File: src/u8u16_pkg.sv
// Package for the UTF-8 to UTF-16 transcoder.
// Holds the decoder state and result types and the status and register codes.
// No dependencies.
`timescale 1ns / 1ps

package u8u16_pkg;

   // Status codes carried on every result
   localparam logic [1:0] STATUS_OK       = 2'd0;
   localparam logic [1:0] STATUS_INVALID  = 2'd1;
   localparam logic [1:0] STATUS_OVERFLOW = 2'd2;

   // Configuration register indexes
   localparam logic CSR_BIG_ENDIAN = 1'b0;
   localparam logic CSR_CAPACITY   = 1'b1;

   // Capacity register value after reset
   localparam logic [16:0] CAPACITY_RESET = 17'h10000;

   // Decoder state carried from one byte to the next
   typedef struct packed {
      logic [1:0]  pending;
      logic [1:0]  seq_len;
      logic [20:0] partial;
      logic [16:0] word_count;
      logic        discarding;
   } dec_state_type;

   // One result item
   typedef struct packed {
      logic [15:0] utf16_word;
      logic        last;
      logic [1:0]  status;
      logic [17:0] byte_total;
   } result_type;

endpackage

File: src/u8u16_decode.sv
// Per-byte UTF-8 decode step: next decoder state and up to two results.
// Depends on u8u16_pkg.
`timescale 1ns / 1ps

module u8u16_decode (
   input  u8u16_pkg::dec_state_type cur_state,
   input  logic [7:0]               data_byte,
   input  logic                     big_endian,
   input  logic [16:0]              capacity,
   output u8u16_pkg::dec_state_type nxt_state,
   output logic [1:0]               num_results,
   output u8u16_pkg::result_type    result0,
   output u8u16_pkg::result_type    result1
);
   import u8u16_pkg::*;

   logic [20:0] cont_cp;
   logic [20:0] pair_v;
   logic [15:0] lead_word;
   logic [15:0] trail_word;
   logic [15:0] single_word;

   // Code point after appending the six payload bits of a continuation byte
   assign cont_cp = {cur_state.partial[14:0], data_byte[5:0]};

   // Swap the two bytes of a word when big-endian output is selected
   function automatic logic [15:0] order_word(input logic [15:0] w, input logic swap);
      return swap ? {w[7:0], w[15:8]} : w;
   endfunction

   always_comb begin
      logic        do_emit;
      logic        do_fail;
      logic [1:0]  fail_status;
      logic [20:0] emit_cp;
      logic        two_words;
      logic [17:0] wc_sum;

      nxt_state   = cur_state;
      num_results = 2'd0;
      result0     = '0;
      result1     = '0;
      do_emit     = 1'b0;
      do_fail     = 1'b0;
      fail_status = STATUS_OK;
      emit_cp     = '0;
      pair_v      = '0;
      lead_word   = '0;
      trail_word  = '0;
      single_word = '0;

      // Classify the byte against the current decoder state
      priority if (cur_state.discarding) begin
         if (data_byte == 8'h00) begin
            nxt_state.discarding = 1'b0;
         end
      end else if (cur_state.pending != 2'd0) begin
         if (data_byte[7:6] != 2'b10) begin
            do_fail     = 1'b1;
            fail_status = STATUS_INVALID;
         end else begin
            nxt_state.partial = cont_cp;
            nxt_state.pending = cur_state.pending - 2'd1;
            if (cur_state.pending == 2'd1) begin
               nxt_state.pending = 2'd0;
               nxt_state.seq_len = 2'd0;
               nxt_state.partial = '0;
               if (cur_state.seq_len == 2'd1 && cont_cp <= 21'd127) begin
                  // Overlong two-byte form
                  do_fail     = 1'b1;
                  fail_status = STATUS_INVALID;
               end else begin
                  do_emit = 1'b1;
                  emit_cp = cont_cp;
               end
            end
         end
      end else if (data_byte == 8'h00) begin
         // Terminator: zero word with the UTF-16 byte count of the string, terminator included
         result0.last       = 1'b1;
         result0.status     = STATUS_OK;
         result0.byte_total = {cur_state.word_count + 17'd1, 1'b0};
         num_results        = 2'd1;
         nxt_state.word_count = '0;
      end else if (data_byte < 8'h80) begin
         do_emit = 1'b1;
         emit_cp = {13'd0, data_byte};
      end else if (data_byte < 8'hC0) begin
         // Continuation byte outside a sequence
         do_fail     = 1'b1;
         fail_status = STATUS_INVALID;
      end else if (data_byte < 8'hE0) begin
         nxt_state.pending = 2'd1;
         nxt_state.seq_len = 2'd1;
         nxt_state.partial = {16'd0, data_byte[4:0]};
      end else if (data_byte < 8'hF0) begin
         nxt_state.pending = 2'd2;
         nxt_state.seq_len = 2'd2;
         nxt_state.partial = {17'd0, data_byte[3:0]};
      end else begin
         nxt_state.pending = 2'd3;
         nxt_state.seq_len = 2'd3;
         nxt_state.partial = {18'd0, data_byte[2:0]};
      end

      // Emit a finished code point, one word or a surrogate pair
      two_words = (emit_cp > 21'h00FFFF);
      wc_sum    = {1'b0, cur_state.word_count} + (two_words ? 18'd2 : 18'd1);
      if (do_emit) begin
         if (wc_sum >= {1'b0, capacity}) begin
            do_fail     = 1'b1;
            fail_status = STATUS_OVERFLOW;
         end else begin
            nxt_state.word_count = wc_sum[16:0];
            pair_v      = emit_cp - 21'h010000;
            lead_word   = 16'hD800 + {5'd0, pair_v[20:10]};
            trail_word  = 16'hDC00 + {6'd0, pair_v[9:0]};
            single_word = emit_cp[15:0];
            if (two_words) begin
               result0.utf16_word = order_word(lead_word, big_endian);
               result1.utf16_word = order_word(trail_word, big_endian);
               num_results        = 2'd2;
            end else begin
               result0.utf16_word = order_word(single_word, big_endian);
               num_results        = 2'd1;
            end
         end
      end

      // An error ends the string and starts discarding up to the next zero
      if (do_fail) begin
         nxt_state.pending    = 2'd0;
         nxt_state.seq_len    = 2'd0;
         nxt_state.partial    = '0;
         nxt_state.word_count = '0;
         nxt_state.discarding = (data_byte != 8'h00);
         result0              = '0;
         result0.last         = 1'b1;
         result0.status       = fail_status;
         result1              = '0;
         num_results          = 2'd1;
      end
   end

endmodule

File: src/utf8_to_utf16_transcoder.sv
// Top level of the UTF-8 to UTF-16 transcoder: input register, decode, result queue.
// Depends on u8u16_pkg and u8u16_decode.
//
//   Channel  Ports                                         Direction
//   req      req_valid/req_ready, req_data_byte            in
//   rsp      rsp_valid/rsp_ready, rsp_utf16_word, rsp_last,
//            rsp_status, rsp_byte_total                    out
//   csr      csr_valid/csr_ready, csr_index, csr_wdata     in
//
// One byte is accepted per cycle while req_ready is high; a byte waits in the input
// register until the queue has room. A surrogate pair puts two words in the four-entry
// result queue and takes two output transfers; a byte is decoded only when the queue
// has two free entries, and its results then go from the decoder into the result queue.
// Reset clears the decoder state, the queue and the configuration registers to their defaults.
// A stalled result side fills the queue and then holds req_ready low.
`timescale 1ns / 1ps

module utf8_to_utf16_transcoder #(
   parameter int unsigned MAX_CAPACITY = 65536
) (
   input  logic        clock,
   input  logic        reset,
   input  logic        req_valid,
   output logic        req_ready,
   input  logic [7:0]  req_data_byte,
   output logic        rsp_valid,
   input  logic        rsp_ready,
   output logic [15:0] rsp_utf16_word,
   output logic        rsp_last,
   output logic [1:0]  rsp_status,
   output logic [17:0] rsp_byte_total,
   input  logic        csr_valid,
   output logic        csr_ready,
   input  logic        csr_index,
   input  logic [16:0] csr_wdata
);
   import u8u16_pkg::*;

   // The capacity register cannot exceed 17 bits, so larger limits never bind
   localparam int unsigned CapLimitInt = (MAX_CAPACITY > 131071) ? 131071 : MAX_CAPACITY;
   localparam logic [16:0] CAP_LIMIT   = 17'(CapLimitInt);

   logic          big_endian_ff, big_endian_in;
   logic [16:0]   capacity_ff, capacity_in;
   logic          in_vld_ff, in_vld_in;
   logic [7:0]    in_byte_ff, in_byte_in;
   dec_state_type state_ff, state_in;
   result_type    slot_ff [4];
   result_type    slot_in [4];
   logic [1:0]    wr_ptr_ff, wr_ptr_in;
   logic [1:0]    rd_ptr_ff, rd_ptr_in;
   logic [2:0]    count_ff, count_in;

   logic          room;
   logic          fire;
   logic          pop;
   logic [16:0]   cap_eff;
   dec_state_type dec_next;
   logic [1:0]    dec_num;
   result_type    dec_res0;
   result_type    dec_res1;
   logic [2:0]    push_num;

   // Configuration registers; writes are always taken
   assign csr_ready = 1'b1;
   always_comb begin
      big_endian_in = big_endian_ff;
      capacity_in   = capacity_ff;
      if (csr_valid) begin
         unique case (csr_index)
            CSR_BIG_ENDIAN: big_endian_in = csr_wdata[0];
            CSR_CAPACITY:   capacity_in   = csr_wdata;
            default:        big_endian_in = big_endian_ff;
         endcase
      end
   end

   assign cap_eff = (capacity_ff > CAP_LIMIT) ? CAP_LIMIT : capacity_ff;

   // Input register: holds a byte until the queue can take its results
   assign room      = (count_ff <= 3'd2);
   assign fire      = in_vld_ff && room;
   assign req_ready = !in_vld_ff || room;
   assign in_vld_in = (req_valid && req_ready) ? 1'b1 : (fire ? 1'b0 : in_vld_ff);
   assign in_byte_in = (req_valid && req_ready) ? req_data_byte : in_byte_ff;

   u8u16_decode u_decode (
      .cur_state   (state_ff),
      .data_byte   (in_byte_ff),
      .big_endian  (big_endian_ff),
      .capacity    (cap_eff),
      .nxt_state   (dec_next),
      .num_results (dec_num),
      .result0     (dec_res0),
      .result1     (dec_res1)
   );

   assign state_in = fire ? dec_next : state_ff;

   // Result queue: up to two pushes per decode, one pop per output transfer
   assign pop      = rsp_valid && rsp_ready;
   assign push_num = fire ? {1'b0, dec_num} : 3'd0;
   always_comb begin
      slot_in = slot_ff;
      if (push_num != 3'd0) begin
         slot_in[wr_ptr_ff] = dec_res0;
      end
      if (push_num == 3'd2) begin
         slot_in[wr_ptr_ff + 2'd1] = dec_res1;
      end
      wr_ptr_in = wr_ptr_ff + push_num[1:0];
      rd_ptr_in = rd_ptr_ff + {1'b0, pop};
      count_in  = count_ff + push_num - {2'd0, pop};
   end

   assign rsp_valid      = (count_ff != 3'd0);
   assign rsp_utf16_word = slot_ff[rd_ptr_ff].utf16_word;
   assign rsp_last       = slot_ff[rd_ptr_ff].last;
   assign rsp_status     = slot_ff[rd_ptr_ff].status;
   assign rsp_byte_total = slot_ff[rd_ptr_ff].byte_total;

   // Control registers
   always_ff @(posedge clock) begin
      if (reset) begin
         big_endian_ff <= 1'b0;
         capacity_ff   <= CAPACITY_RESET;
         in_vld_ff     <= 1'b0;
         state_ff      <= '0;
         wr_ptr_ff     <= '0;
         rd_ptr_ff     <= '0;
         count_ff      <= '0;
      end else begin
         big_endian_ff <= big_endian_in;
         capacity_ff   <= capacity_in;
         in_vld_ff     <= in_vld_in;
         state_ff      <= state_in;
         wr_ptr_ff     <= wr_ptr_in;
         rd_ptr_ff     <= rd_ptr_in;
         count_ff      <= count_in;
      end
   end

   // Payload registers
   always_ff @(posedge clock) begin
      in_byte_ff <= in_byte_in;
      slot_ff    <= slot_in;
   end

   // The queue never holds more than its four entries
   a_count_bound: assert property (@(posedge clock) disable iff (reset)
      count_ff <= 3'd4)
      else $error("result queue count out of range");

   // Both words of a pair are ordinary, non-final results
   a_pair_ok: assert property (@(posedge clock) disable iff (reset)
      (fire && dec_num == 2'd2) |-> (dec_res0.status == STATUS_OK && !dec_res0.last
                                     && dec_res1.status == STATUS_OK && !dec_res1.last))
      else $error("surrogate pair marked as final or failed");

   // A final result always carries a zero word
   a_last_zero: assert property (@(posedge clock) disable iff (reset)
      (rsp_valid && rsp_last) |-> (rsp_utf16_word == 16'h0000))
      else $error("final result carries a nonzero word");

   // A held byte is kept until the queue has room for it
   a_hold_byte: assert property (@(posedge clock) disable iff (reset)
      (in_vld_ff && !room) |=> (in_vld_ff && $stable(in_byte_ff)))
      else $error("pending input byte lost");

   // Only errors set a non-ok status, and they are final
   a_status_last: assert property (@(posedge clock) disable iff (reset)
      (rsp_valid && rsp_status != STATUS_OK) |-> rsp_last)
      else $error("error result not marked final");

endmodule
File: config.mk
export PLATFORM = sky130hd
export DESIGN_NAME = utf8_to_utf16_transcoder
export DESIGN_NICKNAME = d
export VERILOG_FILES = /design/src/u8u16_pkg.sv /design/src/u8u16_decode.sv /design/src/utf8_to_utf16_transcoder.sv
export SDC_FILE = /design/constraint.sdc
export NUM_CORES = 1
export LEC_CHECK = 0
export CORE_UTILIZATION = 66
export CTS_CLUSTER_SIZE = 30
export DETAILED_ROUTE_END_ITERATION = 6
export DONT_BUFFER_PORTS = 1
export PLACE_DENSITY = 0.82
export SYNTH_ARGS = -nofsm -noshare
export SYNTH_HDL_FRONTEND = slang
export SYNTH_SLANG_ARGS = --single-unit
File: constraint.sdc
create_clock -name clock -period 15.6 [get_ports clock]
set_clock_uncertainty 0.05 [all_clocks]
set_input_delay 0.78 -clock clock [delete_from_list [all_inputs] [get_ports clock]]
set_output_delay 0.78 -clock clock [all_outputs]
set_load 0.01 [all_outputs]
==> run_results.csv, run 1 <==
group,metric,value,unit
run_status,outcome,"finished clean",
sta,fin_setup_tns,0,ns
synth,yosysSeqAreaShare,39.61,%
cts,h-tree-depth,1,
worst_setup_path,cp_num_cells,30,
cts,post_cts_resized,0,
sta,finalCriticalPeriod,7.873,ns
sta,clock.fmax,127.0,MHz
floorplanning,rows,47,
worst_setup_path,cpMaxStageDelayCell,"o211ai_4",
final_layout,final_common_cell,"nand2_1",
floorplanning,fp.dieArea,17600,µm²
worst_setup_path,cp-endpoint,"count_ff[2]$_SDFF_PP0_",
cts,clock_latency,0.53,ns
final_layout,num_antenna_cells,0,
synth,synth_seq_cells,219,
synth,syn_area,11270,µm²
floorplanning,die_x,132.7,µm
routing,vias_per_cell,6.721,
power_and_ir_drop,clockPowerShare,38.8,%
min_path,min_path_type,"in2reg",
power_and_ir_drop,power_frac_comb,16.2,%
power_and_ir_drop,p_per_area,118.2,nW/µm²
final_layout,drive_gt1_share,9.520,%
sta,slew-limit-headroom,20.18,%
grt,overflow,0,
synth,postSynthAreaPerCell,8.324,µm²
placed_design,port_buffers,0,
worst_setup_path,critPathKind,"reg2reg",
cts,postCtsHoldBufs,0,
power_and_ir_drop,intPower,1.014,mW
grt,grt_max_degree,50,
cts,cts_root_buf,"clkbuf_16",
final_layout,layout.nets,1358,
worst_setup_path,cpLargestDelayFamily,"simple AND/OR/NAND/NOR gates",
sta,rsz0062_at_grt,"no",
cts,clockBufferDepth,3,
placed_design,pre_cts_ws,7.867,ns
worst_setup_path,worstPathArrival,8.24,ns
routing,totalWireLength,31.43,mm
synth,async_flop_share,0,%
placed_design,place_hpwl,20.14,mm
routing,first_pass_iters,6,
final_layout,final_cell_mix,"nand2_1, dfxtp_1, a21oi_1",
routing,drc,0,
routing,ant_nets,0,
final_layout,utilization,72.41,%
floorplanning,io_pins,71,
routing,routedWlPerCell,20.50,µm
synth,syn_inst,1354,
sta,hold_viol_final,0,
grt,grt_pass1_vias,9862,
final_layout,fillers,1269,
worst_setup_path,rr_endpoint,"count_ff[2]$_SDFF_PP0_",
placed_design,place_congestion,0.9352,
sta,tightest_slew,1.185,ns
power_and_ir_drop,switching_power,409.9,µW
grt,grt_pass1_wl,50.52,mm
synth,yosysWarnings,0,
power_and_ir_drop,ir_drop,90.14,µV
power_and_ir_drop,p_leak,4.359,nW
worst_setup_path,required,15.97,ns
cts,cts_buffers,24,
cts,cts_tree,"yes",
routing,vias,10304,
run,max-cap-violations,0,
worst_setup_path,max_stage_delay,0.60,ns
synth,synth_edf_count,8,
worst_setup_path,critPathMostFrequentCell,"ha_1",
worst_setup_path,r2r_cells,30,
worst_setup_path,startpoint,"state_ff[28]$_SDFFE_PP0P_",
routing,drt_iter0_markers,1055,
power_and_ir_drop,p_seq_share,45.0,%
floorplanning,design.core.area,16640,µm²
floorplanning,initial_core_util,67.72,%
final_layout,regArea,4467,µm²
sta,post-route-period-util,50.47,%
final_layout,multi_input_area,6317,µm²
sta,final-max-slew-violation-count,0,
synth,synth-main-ff-cell,"dfxtp_1",
cts,cts_setup_buffers,0,
sta,setup_violations,0,
power_and_ir_drop,switching_share,28.79,%
worst_setup_path,r2r-start,"state_ff[28]$_SDFFE_PP0P_",
grt,grtUsageTotal,35.82,%
worst_setup_path,path_buf_inv,3,
sta,fin_ws,7.727,ns
worst_setup_path,end_kind,"register",
synth,synth_cell_types,70,
cts,clk_pin_slew,0.06,ns
cts,cts_sinks,219,
worst_setup_path,cp-start-kind,"register",
synth,synth_nets,1414,
worst_setup_path,cp_max_fo,17,
floorplanning,die_h,132.7,µm
final_layout,area_growth,6.916,%
grt,antenna_found_initial,0,
worst_setup_path,rrSetupSlack,7.73,ns
## per-layer routing
metal | global-route usage [%] | routed length (µm) | share of wire (%) | up-vias
li1 | - | - | - | 4744
met1 | 47.42 | 12730 | 40 | 4885
met2 | 58.30 | 14650 | 47 | 593
met3 | 7.126 | 3231 | 10 | 82
met4 | 12.84 | 821 | 2.6 | 0
met5 | 0 | 0 | 0 | -
## cell type report
type,count,area share (%)
clock buffers,33,5.680
clock inverters,8,0.6853
inverters,23,0.7372
multi-input cells,1012,52.42
flip-flops and latches,219,37.07
well taps,220,2.284
repair buffers,18,1.121
## logic make-up after synthesis
| kind of cell | synth area share, % |
|---|---|
| simple gates | 21.98 |
| compound gates | 18.84 |
| flops | 39.61 |
| buf+inv | 4.629 |
| mux | 8.681 |
| xor+xnor | 2.875 |
| fa+ha+maj | 3.353 |
| other cells | 0.03327 |
## through the flow
stage | hold slack, ns | instance area, µm² | power [mW] | std cells
2_1_floorplan | 0.3823 | 11270 | 0.8177 | 1354
3_3_place_gp | 0.3892 | 11280 | 0.8702 | 1492
3_5_place_dp | 0.3966 | 11280 | 0.8779 | 1492
4_1_cts | 0.2569 | 12050 | 1.422 | 1533
5_1_grt | 0.2564 | 12050 | 1.473 | 1533
6_report | 0.2704 | 12050 | 1.424 | 1533
## synth_stat cells (all sizes together), types with 20 or more instances
cell type	n	share of area, %
buf	27	1.4
a22oi	28	1.9
nor4	22	1.2
mux4	37	7.4
and3	20	1.1
inv	23	0.79
xnor2	25	1.9
nor2	132	4.5
nand2	263	8.8
nand3	29	1.3
a221oi	27	2.1
ha	27	3.0
clkbuf	73	2.4
dfxtp	211	37
nor3	28	1.3
a21oi	183	8.1
## how the worst min path moves through the flow
stage / startpoint / end / cells after the start
after floorplan: slot_ff[49]$_DFF_P_ / slot_ff[49]$_DFF_P_ / 2
after global placement: slot_ff[114]$_DFF_P_ / slot_ff[114]$_DFF_P_ / 2
after detailed placement: slot_ff[14]$_DFF_P_ / slot_ff[14]$_DFF_P_ / 2
after CTS: reset / rd_ptr_ff[1]$_SDFF_PP0_ / 1
after global routing: reset / capacity_ff[13]$_SDFFE_PP0P_ / 1
final: reset / in_vld_ff$_SDFFE_PP0P_ / 1
## flip-flops by register name, indices dropped and copies added (netlist names), 2 cells and up
signal       flops
count_ff         3
rd_ptr_ff        2
wr_ptr_ff        2
state_ff        37
slot_ff        148
in_byte_ff       8
capacity_ff     17
## power groups by stage
stage | Sequential, mW | Combinational, mW | Clock, mW
floorplan | 0.623 | 0.194 | 0
global placement | 0.650 | 0.220 | 0
detailed placement | 0.651 | 0.227 | 0
CTS | 0.639 | 0.228 | 0.555
global route | 0.646 | 0.249 | 0.578
finish | 0.641 | 0.230 | 0.553
Power figures use the tool's default switching activity.
==> run 2: changes to the inputs <==
Settings changed: CORE_UTILIZATION 66 to 58, PLACE_DENSITY 0.82 to 0.76.
Clock period 15.6 ns to 6.5 ns, I/O delays scaled along.
==> run 2 against run 1 <==
Net effect: clock-buffer cell count grew 2; register-to-register slack got worse by 7.4 ns; clock power rose by 140%; via count grew 2.0%; maximum frequency is 27% higher; non-clock buffer count grew 59; global-route usage decreased by 2.8 points; final cell count grew 6.6%; sequential cell count stayed put; design area grew 6.2%; sequential power is 140% higher.
==> run_results.csv, run 2 (synthesis gave the netlist of run 1 again) <==
group,metric,value,unit
final_layout,final_common_cell,"nand2_1",
placed_design,port_buffers,0,
final_layout,drive_gt1_share,12.88,%
worst_setup_path,max_stage_delay,0.43,ns
sta,setup_violations,0,
sta,clock.fmax,160.9,MHz
floorplanning,design.core.area,18890,µm²
floorplanning,rows,50,
placed_design,dp.cells,1553,
floorplanning,die_x,141.4,µm
sta,post-route-period-util,95.63,%
cts,clockBufferDepth,3,
cts,cts_root_buf,"clkbuf_16",
power_and_ir_drop,p_leak,4.716,nW
cts,cts_sinks,219,
grt,grt_pass1_vias,9876,
sta,slew-limit-headroom,20.37,%
sta,final-max-slew-violation-count,0,
sta,fin_ws,0.2839,ns
power_and_ir_drop,p_per_area,271.7,nW/µm²
final_layout,largest_reg_flops,148,
placed_design,place_hpwl,21.18,mm
final_layout,regMostFlops,"slot_ff",
final_layout,area_growth,13.57,%
placed_design,dpl_cell_area,11540,µm²
routing,ant_nets,0,
cts,h-tree-depth,1,
final_layout,final_area,12800,µm²
run,max-cap-violations,0,
floorplanning,initial_core_util,59.66,%
cts,cts_tree,"yes",
routing,drt_iter0_markers,1270,
sta,tightest_slew,1.190,ns
placed_design,pre_cts_ws,0.04008,ns
sta,hold_ws,0.03510,ns
power_and_ir_drop,ir_drop,262.0,µV
worst_setup_path,end_kind,"register",
grt,overflow,0,
final_layout,utilization,67.75,%
floorplanning,die_h,141.4,µm
placed_design,place_congestion,0.9633,
worst_setup_path,critPathKind,"reg2reg",
routing,first_pass_iters,5,
run_status,outcome,"finished clean",
routing,vias,10507,
worst_setup_path,required,6.86,ns
cts,clk_pin_slew,0.06,ns
sta,finalCriticalPeriod,6.216,ns
routing,vias_per_cell,6.430,
floorplanning,fp.dieArea,19990,µm²
routing,routedWlPerCell,20.22,µm
sta,hold_viol_final,0,
worst_setup_path,cp-start-kind,"register",
worst_setup_path,cp_max_fo,10,
grt,antenna_found_initial,0,
cts,cts_buffers,24,
routing,totalWireLength,33.04,mm
final_layout,layout.nets,1417,
final_layout,final_cell_mix,"nand2_1, dfxtp_1, a21oi_1",
worst_setup_path,critPathMostFrequentCell,"ha_1",
final_layout,top_regs,"slot_ff (148), state_ff (37), capacity_ff (17)",
power_and_ir_drop,power.total,3.478,mW
final_layout,final_cells,1634,
cts,clock_latency,0.52,ns
grt,grtUsageTotal,33.03,%
final_layout,num_antenna_cells,0,
sta,fin_setup_tns,0,ns
grt,grt_max_degree,48,
min_path,min_path_type,"in2reg",
floorplanning,io_pins,71,
worst_setup_path,cpMaxStageDelayCell,"or3_4",
routing,drc,0,
worst_setup_path,worstPathArrival,6.57,ns
grt,grt_pass1_wl,52.74,mm
==> run 2: cell count changes in the layout (fill, tap and decap cells not counted), moves of 3 or more <==
cell           delta
and3_1            -3
buf_12            +4
dlygate4sd3_1    +27
nor4_1            -4
and3_4            +3
clkbuf_8          +3
buf_4            +28
==> run 2: cell type report <==
| class | count | area (µm²) |
|---|---|---|
| Clock buffer | 35 | 721.9 |
| Multi-Input combinational cell | 1012 | 6444 |
| Timing Repair Buffer | 77 | 695.7 |
| Clock inverter | 8 | 57.56 |
| Tap cell | 260 | 325.3 |
| Sequential cell | 219 | 4467 |
| Fill cell | 1580 | 6093 |
| Inverter | 23 | 88.84 |
==> run 2: repair_timing <==
item	CTS	global route
gates cloned	0	0
hold buffers	28	0
buffers inserted	0	10
pin swaps	0	9
gates resized for setup	1	21
endpoints found under the setup margin	1	69
hold endpoints to repair	55	0
==> run 2: critical path: cells and delay by family, from the launching register on <==
| kind | cells | cell delay [ns] |
|---|---|---|
| AND/OR/NAND/NOR | 10 | 2.04 |
| adder cells (fa/ha/maj) | 6 | 1.60 |
| AO/OA/AOI/OAI | 6 | 1.06 |
| buffers and inverters | 5 | 0.51 |
| XOR/XNOR | 3 | 0.49 |
| flip-flops | 1 | 0.36 |
==> run 2: final timing paths <==
check                                          startpoint                    endpoint  slack [ns]  cells past startpoint
worst max register to register  state_ff[31]$_SDFFE_PP0P_      count_ff[2]$_SDFF_PP0_        0.28                     30
worst min register to register         slot_ff[7]$_DFF_P_          slot_ff[7]$_DFF_P_        0.40                      2
worst max-delay path            state_ff[31]$_SDFFE_PP0P_      count_ff[2]$_SDFF_PP0_        0.28                     30
worst min-delay path                            csr_index  big_endian_ff$_SDFFE_PP0P_        0.04                      3
==> run 2: metal layers <==
metal | part of all wire (%) | global-route usage (%) | vias up | wire, µm
met3 | 9.5 | 4.894 | 82 | 3124
met5 | 0 | 0 | - | 0
met2 | 46 | 54.25 | 598 | 15280
met1 | 42 | 45.33 | 4973 | 13740
met4 | 2.7 | 9.338 | 0 | 900
li1 | - | - | 4854 | -
==> run 2: power by group <==
group          internal, mW  total [mW]  switching [mW]  leakage [nW]
combinational         0.259       0.635           0.376          2.54
clock                 0.771        1.33           0.561         0.388
sequential             1.43        1.51          0.0782          1.78
total                  2.46        3.48            1.02          4.72
==> run 3: changes to the inputs <==
Settings changed: ABC_AREA set to 1.
==> run 3 against run 2 <==
Net effect: sequential share of layout area is 1.9 points lower; first-iteration DRC count is 7.6% lower; via count grew 18%; design area rose by 5.6%; combinational power increased to 3.0 times the previous value; critical endpoint unchanged; sequential power increased by 30%; area after synthesis is 7.8% higher; critical path depth rose by 10; wire length rose by 8.7%; synthesized cell count rose by 40%; final cell count increased by 33%; largest cell class unchanged.
==> run_results.csv, run 3 <==
group,metric,value,unit
run_status,outcome,"finished clean",
floorplanning,die_x,146.7,µm
cts,cts_tree,"yes",
synth,synth_cell_types,44,
sta,final-max-slew-violation-count,0,
final_layout,fillers,1844,
grt,grtUsageTotal,33.05,%
grt,grt_pass1_vias,11543,
final_layout,largest_reg_flops,148,
run,max-cap-violations,0,
sta,hold_viol_final,0,
routing,first_pass_iters,6,
routing,vias_per_cell,5.710,
worst_setup_path,r2r_cells,40,
final_layout,final_common_cell,"nor2_1",
synth,synth_top_area_share,34.78,%
grt,overflow,0,
cts,h-tree-depth,1,
synth,synth_nets,1954,
worst_setup_path,critPathKind,"reg2reg",
floorplanning,design.core.area,20360,µm²
floorplanning,rows,52,
placed_design,place_hpwl,22.92,mm
floorplanning,die_h,146.7,µm
worst_setup_path,max_stage_delay,0.39,ns
power_and_ir_drop,p_leak,6.266,nW
synth,synth_seq_cells,219,
synth,synth_edf_count,8,
placed_design,pre_cts_ws,0.3270,ns
routing,ant_nets,0,
grt,antenna_found_initial,1,
sta,post-route-period-util,91.27,%
min_path,hold_path_depth,4,
final_layout,num_antenna_cells,0,
final_layout,layout.nets,1941,
floorplanning,fp.dieArea,21530,µm²
worst_setup_path,required,6.83,ns
routing,vias,12384,
final_layout,final_cells,2169,
worst_setup_path,end_kind,"register",
final_layout,drive_gt1_share,7.794,%
synth,synth_top_area_cell,"dfxtp_1",
synth,syn_inst,1894,
synth,synth-main-ff-cell,"dfxtp_1",
power_and_ir_drop,p_per_area,392.3,nW/µm²
routing,totalWireLength,35.93,mm
cts,cts_sinks,219,
sta,slew-limit-headroom,22.81,%
final_layout,regMostFlops,"slot_ff",
sta,setup_violations,0,
worst_setup_path,cp-start-kind,"register",
worst_setup_path,cp_max_fo,17,
cts,cts_root_buf,"clkbuf_16",
routing,routedWlPerCell,16.57,µm
floorplanning,io_pins,71,
synth,syn_area,12150,µm²
sta,rsz0062_at_grt,"no",
cts,clk_pin_slew,0.06,ns
placed_design,place_congestion,0.9224,
routing,drc,0,
synth,async_flop_share,0,%
grt,grt_pass1_wl,58.05,mm
sta,finalCriticalPeriod,5.933,ns
min_path,min_path_type,"in2reg",
placed_design,port_buffers,0,
floorplanning,initial_core_util,59.65,%
synth,synth_top_cells_by_count,"nor2_1, nand2_1, o21ai_0",
power_and_ir_drop,ir_drop,234.1,µV
final_layout,utilization,66.39,%
synth,postSynthAreaPerCell,6.413,µm²
final_layout,final_cell_mix,"nor2_1, nand2_1, o21ai_0",
synth,synthTopCellsByArea,"dfxtp_1, nor2_1, nand2_1, o21ai_0, nand3_1",
placed_design,dp.cells,2082,
cts,clock_latency,0.53,ns
sta,fin_ws,0.5674,ns
final_layout,area_growth,11.30,%
synth,yosysMostFrequentCell,"nor2_1",
synth,yosysWarnings,0,
sta,clock.fmax,168.6,MHz
worst_setup_path,cpMaxStageDelayCell,"dfxtp_1",
cts,clockBufferDepth,3,
sta,tightest_slew,1.157,ns
final_layout,multi_input_area,6803,µm²
sta,fin_setup_tns,0,ns
routing,drt_iter0_markers,1173,
cts,cts_buffers,24,
synth,yosysSeqAreaShare,36.75,%
worst_setup_path,worstPathArrival,6.26,ns
final_layout,top_regs,"slot_ff (148), state_ff (37), capacity_ff (17)",
final_layout,regArea,4467,µm²
grt,grt_max_degree,75,
worst_setup_path,critPathMostFrequentCell,"nand2_1",
## run 3: cell count changes after synthesis, sizes merged, moves of 19 or more
cell / change
o22ai: +36
xnor2: -19
o21ai: +222
or2: +25
mux4: -37
a21oi: -118
nand2: +135
a221oi: -27
and3: -20
nand3: +70
inv: +99
a22oi: -28
nor2: +322
## run 3: final timing paths
| path | startpoint | to | slack (ns) |
|---|---|---|---|
| setup / recovery | state_ff[0]$_SDFFE_PP0P_ | count_ff[2]$_SDFF_PP0_ | 0.57 |
| hold / removal | rsp_ready | rd_ptr_ff[0]$_SDFF_PP0_ | 0.30 |
| setup reg to reg | state_ff[0]$_SDFFE_PP0P_ | count_ff[2]$_SDFF_PP0_ | 0.57 |
| hold reg to reg | slot_ff[74]$_DFF_P_ | slot_ff[74]$_DFF_P_ | 0.39 |
## run 3: cell families (layout without fill, tap and decap cells)
group / Yosys count / in the layout / share of synthesized area [%]
AND/OR/NAND/NOR: 1018 / 1018 / 34.54
buffers and inverters: 234 / 239 / 7.633
XOR/XNOR: 30 / 30 / 2.163
AO/OA/AOI/OAI: 363 / 363 / 15.77
other: 1 / 1 / 0.03087
adder cells (fa/ha/maj): 29 / 29 / 3.111
flip-flops: 219 / 219 / 36.75
## run 3: power by group
part / leakage, nW / internal (mW) / switching, mW
combinational: 4.05 / 0.637 / 1.27
clock: 0.407 / 0.864 / 0.567
sequential: 1.81 / 1.74 / 0.223
## run 3: area by class of cell
cell class | instances | share of cell area, %
Tap cell | 270 | 2.499
Clock buffer | 31 | 4.785
Inverter | 125 | 3.471
Timing Repair Buffer | 70 | 4.535
Multi-Input combinational cell | 1441 | 50.32
Sequential cell | 219 | 33.04
Clock inverter | 13 | 1.351
## run 3: critical path, delay by kind of cell, from the launching register on
| family | cells | cell delay, ns |
|---|---|---|
| AND/OR/NAND/NOR | 24 | 2.68 |
| adder cells (fa/ha/maj) | 5 | 1.22 |
| buffers and inverters | 7 | 0.73 |
| flip-flops | 1 | 0.39 |
| XOR/XNOR | 2 | 0.37 |
| AO/OA/AOI/OAI | 2 | 0.29 |
## run 3: metal layers
| metal | global-route usage, % | part of all wire, % |
|---|---|---|
| met1 | 44.44 | 43 |
| met3 | 5.093 | 9.5 |
| met5 | 0 | 0.036 |
| met4 | 8.750 | 1.8 |
| met2 | 55.12 | 46 |
## run 3: repair_timing
action | CTS | global route
buffers inserted | 0 | 13
endpoints found under the setup margin | 0 | 130
resized for setup | 0 | 12
hold buffers | 30 | 0
endpoints found under the hold margin | 52 | 0
## run 3: metrics by stage
stage | hold slack [ns] | power, mW | instance area [µm²]
after floorplan | 0.3648 | 3.359 | 12150
after global placement | 0.3488 | 3.767 | 12250
after detailed placement | 0.3512 | 3.819 | 12250
after CTS | 0.2407 | 5.271 | 13380
after global routing | 0.3287 | 5.651 | 13520
final | 0.3012 | 5.304 | 13520
